### src/hng_pkg.sv
// ----------------------------------------------------------------------------
// hng_pkg
// Shared types and constants of the height-map normal generator.
// ----------------------------------------------------------------------------
package hng_pkg;

  // Configuration register indexes.
  localparam logic CfgFrameColumns = 1'b0;
  localparam logic CfgFrameRows    = 1'b1;

  // Reset values of the configuration registers.
  localparam logic [10:0] FrameColumnsReset = 11'd1024;
  localparam logic [15:0] FrameRowsReset    = 16'd256;

  // Item kinds.
  localparam logic KindSample = 1'b0;
  localparam logic KindDrain  = 1'b1;

  // Square of the constant z term, 2.0 in Q8.8 (512 * 512).
  localparam logic [31:0] ZSquare = 32'd262144;

  // Width of the accumulators in the normalizing unit.
  localparam int AccW = 68;

  typedef struct packed {
    logic signed [15:0] nx;
    logic signed [15:0] ny;
    logic        [14:0] nz;
  } normal_t;

  typedef struct packed {
    logic               start;
    logic signed [16:0] dx;
    logic signed [16:0] dy;
  } norm_req_t;

endpackage

### src/hng_norm_unit.sv
// ----------------------------------------------------------------------------
// hng_norm_unit
// Iterative normalizer: squares the differences on one multiplier, then
// resolves each Q1.14 component one bit at a time by a shift-add compare.
// ----------------------------------------------------------------------------
module hng_norm_unit (
  input  logic               clk_i,
  input  logic               rst_ni,
  input  hng_pkg::norm_req_t req_i,
  output logic               done_o,
  output hng_pkg::normal_t   result_o
);
  import hng_pkg::*;

  typedef enum logic [2:0] {
    S_IDLE,
    S_SQX,
    S_SQY,
    S_SUM,
    S_STEPA,
    S_STEPB
  } state_e;

  state_e            state_q;
  logic [15:0]       ax_q, ay_q;
  logic              negx_q, negy_q;
  logic [31:0]       a2x_q, a2y_q;
  logic [33:0]       s_q;
  logic [1:0]        comp_q;
  logic [3:0]        k_q;
  logic [14:0]       q_q;
  logic [AccW-1:0]   q2s_q, qs_q, c2s_q, cs_q;
  logic              done_q;
  normal_t           res_q;

  logic [16:0]       abs_dx, abs_dy;
  logic [15:0]       mul_op;
  logic [31:0]       prod;
  logic [31:0]       a2_sel;
  logic [AccW-1:0]   limit;
  logic [AccW-1:0]   c2s_d, cs_d, t2s;
  logic [14:0]       bitv;
  logic              take;

  assign abs_dx = req_i.dx[16] ? (~req_i.dx + 17'd1) : req_i.dx;
  assign abs_dy = req_i.dy[16] ? (~req_i.dy + 17'd1) : req_i.dy;

  assign mul_op = (state_q == S_SQX) ? ax_q : ay_q;
  assign prod   = mul_op * mul_op;

  always_comb begin
    case (comp_q)
      2'd0:    a2_sel = a2x_q;
      2'd1:    a2_sel = a2y_q;
      default: a2_sel = ZSquare;
    endcase
  end

  assign limit = AccW'(a2_sel) << 30;
  assign bitv  = 15'd1 << k_q;

  // With c = q + bit: c*c*S = q*q*S + 2*bit*q*S + bit*bit*S.
  assign c2s_d = q2s_q + (qs_q << (5'(k_q) + 5'd1))
               + (AccW'(s_q) << {k_q, 1'b0});
  assign cs_d  = qs_q + (AccW'(s_q) << k_q);
  // (2c - 1)^2 * S
  assign t2s   = (c2s_q << 2) - (cs_q << 2) + AccW'(s_q);
  assign take  = !(q_q[14] && (k_q != 4'd14)) && (t2s <= limit);

  always_ff @(posedge clk_i or negedge rst_ni) begin
    if (!rst_ni) begin
      state_q <= S_IDLE;
      done_q  <= 1'b0;
      comp_q  <= 2'd0;
      k_q     <= 4'd14;
    end else begin
      done_q <= (state_q == S_STEPB) && (k_q == 4'd0) && (comp_q == 2'd2);
      case (state_q)
        S_IDLE: begin
          if (req_i.start) begin
            ax_q    <= abs_dx[15:0];
            ay_q    <= abs_dy[15:0];
            negx_q  <= req_i.dx[16];
            negy_q  <= req_i.dy[16];
            state_q <= S_SQX;
          end
        end
        S_SQX: begin
          a2x_q   <= prod;
          state_q <= S_SQY;
        end
        S_SQY: begin
          a2y_q   <= prod;
          state_q <= S_SUM;
        end
        S_SUM: begin
          s_q     <= 34'(a2x_q) + 34'(a2y_q) + 34'(ZSquare);
          comp_q  <= 2'd0;
          k_q     <= 4'd14;
          q_q     <= '0;
          q2s_q   <= '0;
          qs_q    <= '0;
          state_q <= S_STEPA;
        end
        S_STEPA: begin
          c2s_q   <= c2s_d;
          cs_q    <= cs_d;
          state_q <= S_STEPB;
        end
        S_STEPB: begin
          logic [14:0] q_new;
          q_new = take ? (q_q | bitv) : q_q;
          if (take && (k_q != 4'd0)) begin
            q_q   <= q_new;
            q2s_q <= c2s_q;
            qs_q  <= cs_q;
          end
          if (k_q == 4'd0) begin
            case (comp_q)
              2'd0:    res_q.nx <= negx_q ? -$signed({1'b0, q_new}) : $signed({1'b0, q_new});
              2'd1:    res_q.ny <= negy_q ? -$signed({1'b0, q_new}) : $signed({1'b0, q_new});
              default: res_q.nz <= q_new;
            endcase
            q_q   <= '0;
            q2s_q <= '0;
            qs_q  <= '0;
            k_q   <= 4'd14;
            if (comp_q == 2'd2) begin
              state_q <= S_IDLE;
            end else begin
              comp_q  <= comp_q + 2'd1;
              state_q <= S_STEPA;
            end
          end else begin
            k_q     <= k_q - 4'd1;
            state_q <= S_STEPA;
          end
        end
        default: state_q <= S_IDLE;
      endcase
    end
  end

  assign done_o   = done_q;
  assign result_o = res_q;

endmodule
### config.mk
export PLATFORM = sky130hd
export DESIGN_NAME = hng_norm_unit
export DESIGN_NICKNAME = d
export VERILOG_FILES = /design/src/hng_pkg.sv /design/src/hng_norm_unit.sv
export SDC_FILE = /design/constraint.sdc
export NUM_CORES = 2
export LEC_CHECK = 0
export BUFFER_PORTS_ARGS = -buffer_cell sky130_fd_sc_hd__buf_4
export CAP_MARGIN = 40
export CORE_ASPECT_RATIO = 0.6
export CORE_MARGIN = 2
export CORE_UTILIZATION = 46
export DETAILED_ROUTE_END_ITERATION = 8
export HOLD_SLACK_MARGIN = 0.08
export PLACE_DENSITY = 0.58
export RECOVER_POWER = 50
export SLEW_MARGIN = 10
export SYNTH_ARGS = -nofsm -noshare
export SYNTH_HDL_FRONTEND = slang
export SYNTH_SLANG_ARGS = --single-unit
### constraint.sdc
create_clock -name clk_i -period 27.3 [get_ports clk_i]
set_input_delay 4.095 -clock clk_i [delete_from_list [all_inputs] [get_ports clk_i]]
set_output_delay 4.095 -clock clk_i [all_outputs]
set_load 0.005 [all_outputs]
# After elaboration in Yosys (flattened, before gate mapping)
# Cells that the tools add are included.
# W data, S select, Z words.
[totals] reg_bits=476 inputBits=37 output_inout_bits=48 word_cells=103
[op_classes] add_sub_neg=13 multipliers=1 n_lt_le_gt_ge=1 eq_ne=12 shifts=4 n_mux=25 bitwise_logic=4 n_reduce_logical=22
[ops] cell="$mux W68" n=4
[ops] cell="$pmux W68 S2" n=2
[ops] cell="$add A68 B68 Y68" n=3
[ops] cell="$mux W15" n=5
[ops] cell="$add A68 B34 Y68" n=1
[ops] cell="$le A68 B62 Y1" n=1
[ops] cell="$shl A34 B4 Y68" n=1
[ops] cell="$shl A34 B5 Y68" n=1
[ops] cell="$shl A68 B5 Y68" n=1
[ops] cell="$sub A68 B68 Y68" n=1
[ops] cell="$pmux W32 S2" n=1
[ops] cell="$mux W16" n=3
[ops] cell="$add A33 B19 Y34 const B" n=1
[ops] cell="$add A32 B32 Y33" n=1
[ops] cell="$add A16 B1 Y16 const B" n=2
[ops] cell="$mul A16 B16 Y32" n=1
[ops] cell="$not A16 Y16" n=2
[ops] cell="$pmux W15 S2" n=1
[ops] cell="$pmux W3 S6" n=1
[ops] cell="$neg A15 Y16" n=1
[ops] cell="$or A15 B15 Y15" n=1
[ops] cell="$shl A1 B4 Y15 const A" n=1
[ops] cell="$reduce_and A4 Y1" n=3
[ops] cell="$mux W3" n=3
[ops] cell="other kinds (27)" n=40

# Depth between registers and ports, before layout
[logic_depth] depth_word=8 depth_mapped=42

# Least setup slack after synthesis
# No wires, ideal clock.
[synth_timing] path_type="register -> register" start="register s_q[6]" end="register q2s_q[0] (enable)" setup_ps=501 arrival_ps=11170 required_time_ps=26799 slack_ps=15629 path_stages_with_launch=30 period_less_slack_ps=11671 path_cell_list="edfxtp_1 -> inv_1 -> fa_1 -> inv_1 -> ha_1 -> clkbuf_1 -> a211o_1 -> o32ai_1 -> o311a_1 -> nor2_1 -> a311oi_1 -> o31a_1 -> nor4_1 -> a2111oi_0 -> xnor2_1 -> ha_1 -> nand3_1 -> or4_1 -> or4_1 -> or4_1 -> or4_1 -> or4_1 -> or4_1 -> nor4_1 -> o2111a_1 -> and4_4 -> buf_6 -> and3_1 -> buf_6 -> o211a_1"
[synth_between] elab_chain_len=6
[synth_rtl] element="start: declaration" line_no="hng_norm_unit.sv:28" source="logic [33:0] s_q;"
[synth_rtl] element="start signal: assignment" line_no="hng_norm_unit.sv:97" source="s_q <= 34'(a2x_q) + 34'(a2y_q) + 34'(ZSquare);"
[synth_rtl] element="$add A68 B34 Y68" line_no="hng_norm_unit.sv:67" source="assign t2s = (c2s_q << 2) - (cs_q << 2) + AccW'(s_q);"
[synth_rtl] element="$le A68 B62 Y1" line_no="hng_norm_unit.sv:68" source="assign take = !(q_q[14] && (k_q != 4'd14)) && (t2s <= limit);"
[synth_rtl] element="$logic_and A1 B1 Y1" line_no="hng_norm_unit.sv:68"
[synth_rtl] element="$logic_and A1 B1 Y1" line_no="hng_norm_unit.sv:113" source="if (take && (k_q != 4'd0)) begin"
[synth_rtl] element="$ne A3 B1 Y1 (no source line)"
[synth_rtl] element="$reduce_and A3 Y1 (no source line)"
[synth_rtl] element="end signal: assignment" line_no="hng_norm_unit.sv:115" source="q2s_q <= c2s_q;"
[synth_rtl] element="end: declaration" line_no="hng_norm_unit.sv:32" source="logic [AccW-1:0] q2s_q, qs_q, c2s_q, cs_q;"
# Every way passes these cells.
# A chain may end at the register's enable or synchronous reset.

# Worst setup path in the final report
[layout_timing] start="register k_q[0]" end="register c2s_q[64], data pin"
[layout_between] elab_chain_len=4
[layout_rtl] element="start: declaration" line_no="hng_norm_unit.sv:30" source="logic [3:0] k_q;"
[layout_rtl] element="start signal: assignment" line_no="hng_norm_unit.sv:135" source="k_q <= k_q - 4'd1;"
[layout_rtl] element="$add A4 B1 Y5" line_no="hng_norm_unit.sv:63" source="assign c2s_d = q2s_q + (qs_q << (5'(k_q) + 5'd1))"
[layout_rtl] element="$shl A68 B5 Y68" line_no="hng_norm_unit.sv:63"
[layout_rtl] element="$add A68 B68 Y68" line_no="hng_norm_unit.sv:63"
[layout_rtl] element="$add A68 B68 Y68 (*)" line_no="hng_norm_unit.sv:64" source="+ (AccW'(s_q) << {k_q, 1'b0});"
[layout_rtl] element="named net c2s_d[64]" line_no="hng_norm_unit.sv:41" source="logic [AccW-1:0] c2s_d, cs_d, t2s;"
[layout_rtl] element="end signal: assignment" line_no="hng_norm_unit.sv:106" source="c2s_q <= c2s_d;"
[layout_rtl] element="end: declaration" line_no="hng_norm_unit.sv:32"
# Mark *: on every way through the listed nets, which the timed path passes. The rest lies on a longest branch.

==> results.ini <==
[status]
status=finished with violations
violations=capacitance limit, slew limit

[worst_setup_path]
end_kind=flip-flop
r2r-end=c2s_q[64]
r2r_slack_ns=14.98
startpoint=k_q[0]
cp-start-kind=flip-flop
path_max_fanout=45
required_ns=27.69
worstSetupEndpoint=c2s_q[64]
crit_type=reg -> reg
r2r_start=k_q[0]
cp.arrival_ns=12.71
rr_worst_depth=24

[timing]
max-slew-margin-rel=-1.50
post-route-period-util=0.451
worst_slew_pin_slew_ns=3.75
hold_viol_final=0
clock.fmax_mhz=81.2
slew_viol_final=510
setup-violations-final=0
hold_ws_ns=0.524
rsz0062_at_grt=false
period_needed_ns=12.32
fin_worst_skew_ns=0.0330
tns_ns=0

[layout]
utilization=0.502
layout_commonest_cell=nor2_1
area_delta_synth_final_pct=8.00
final_cells=6165
final_nets=5515
drive_above_1_share=0.0714
final_cell_mix=nor2_1 (480), inv_1 (458), edfxtp_1 (456)

[die]
die_w_um=411
initial_core_util=0.465
num_io_pins=85
num_rows=89
coreArea_um2=98400
dieArea_um2=102000
die_h_um=248

[clocking]
cts_buffers=50
cts_hold_buffers=0
cts_resized=0
numClockSinks=466
ctsLongestPathBuffers=3
clockRootBuffer=clkbuf_16
cts_tree=built
post_cts.repair.setup_buffers=0
clk_pin_slew_ns=0.07
htree_num_levels=2
clkLatencyLatePin_ns=0.67

[routing]
wl_um=156000
first_pass_iters=6
post-route-drc-count=0
viasPerCell=6.01
drtIter0Drc=4250
wl_per_cell_um=25.3
antenna_left=0
vias=37100

[placement]
port_buffers=84
post-place-cells=6067
dpl.hpwl_um=126000
globalplace.congestion=0.975

[global_route]
grt_pass1_wl_um=232000
grt_max_degree=83
grtUsageTotal=0.305
antenna_found_initial=4
first_global_vias=35100
grt.overflow.total=0

[logic_synthesis]
yosysWarnings=0
ys_seq_elements=466
synth_xor_area_frac=0.0521
synth_compound_area_frac=0.160
muxShareOfSynthArea=0.0668
postSynthAreaPerCell_um2=9.50
netlist_area_um2=45700
synth_edf_count=456
syn_nets=5525
syn_inst=4813
ys_types=84
synth_ff_type=edfxtp_1
ys_async_sr_fraction=0.0215
synth_top_family_by_area=adder cells
synth-simple-area-share=0.132
yosysSeqAreaShare=0.305
synth_fa_ha_area_frac=0.228

[worst_hold_path]
hp-class=reg -> reg

[run]
cap_violations=12

## critical path, cell delays in order, from the launching register on
cell,delay (ns)
dfrtp_1,0.78
inv_1,0.16
clkbuf_1,1.37
ha_1,1.31
clkbuf_1,1.99
mux4_2,0.73
a22oi_1,0.48
nand2_1,0.09
o21ai_0,0.25
nor2_1,0.17
fa_1,0.46
ha_1,0.35
a21o_1,0.21
nor4_1,0.21
o21ai_0,0.18
a311oi_1,0.54
nor3_1,0.16
o21ai_0,0.28
o31ai_1,0.10
buf_4,0.17
a311oi_1,0.57
nor3_1,0.19
o41ai_1,0.73
a21oi_1,0.23
xor2_1,0.21
## per-stage QoR
stage / instance area [um^2] / worst slack [ns]
finish: 49400 / 14.98
global placement: 47700 / 15.34
floorplan: 45700 / 15.63
global route: 49400 / 14.25
detailed placement: 47800 / 15.78
CTS: 49500 / 15.74
## sequential cells by signal, summed over array words and instances, names as in the netlist, 4 cells and up
name and flops:
a2x_q 31, a2y_q 31, ax_q 16, ay_q 16, c2s_q 66, cs_q 66
k_q 4, q2s_q 66, q_q 15, qs_q 66, result_o 47, s_q 34
## layer usage
| layer | global-route usage | vias up | wire [um] |
|---|---|---|---|
| met5 | 0 | - | 8 |
| met4 | 0.0527 | 2 | 2830 |
| met3 | 0.116 | 175 | 21100 |
| met2 | 0.374 | 1800 | 55200 |
| met1 | 0.494 | 18000 | 76700 |
| li1 | - | 17100 | - |
## logic make-up (layout without fill, tap and decap cells)
group           Yosys count  after routing
simple gates           1329           1329
xor+xnor                272            272
mux                     230            230
other cells               2              5
compound gates         1158           1158
buf+inv                 681            711
fa+ha+maj               675            675
flops                   466            466
## cell usage after synthesis, types with 68 or more instances
library cell / number / area (um^2)
nand2_1: 383 / 1440
o21ai_0: 289 / 1450
edfxtp_1: 456 / 13700
clkbuf_1: 174 / 653
nor3_1: 70 / 350
and3_1: 103 / 644
nand3_1: 68 / 340
nor2_1: 482 / 1810
ha_1: 413 / 5170
mux2i_1: 134 / 1340
xnor2_1: 203 / 1780
a21oi_1: 318 / 1590
xor2_1: 69 / 604
a21o_1: 131 / 983
inv_1: 460 / 1730
fa_1: 262 / 5250
## final cells by class
| class | count | area [um^2] |
|---|---|---|
| inverters | 472 | 1770 |
| multi-input cells | 3666 | 29200 |
| clock inverters | 41 | 452 |
| repair buffers | 147 | 1050 |
| well taps | 1319 | 1650 |
| diodes | 3 | 7.51 |
| flip-flops and latches | 466 | 14000 |
| clock buffers | 51 | 1250 |
| fillers | 9271 | 49000 |
## worst min-delay path by stage
stage / cells after the start / from / to
after CTS: 1 / comp_q[1] / comp_q[1]
after detailed placement: 1 / comp_q[1] / comp_q[1]
after floorplan: 1 / comp_q[0] / comp_q[0]
after global routing: 1 / comp_q[1] / comp_q[1]
final: 1 / comp_q[0] / comp_q[0]
after global placement: 1 / comp_q[1] / comp_q[1]
Power is left out: the tool's default activity adds up to more than one toggle a clock period on the data nets, which glitch-free logic cannot reach.
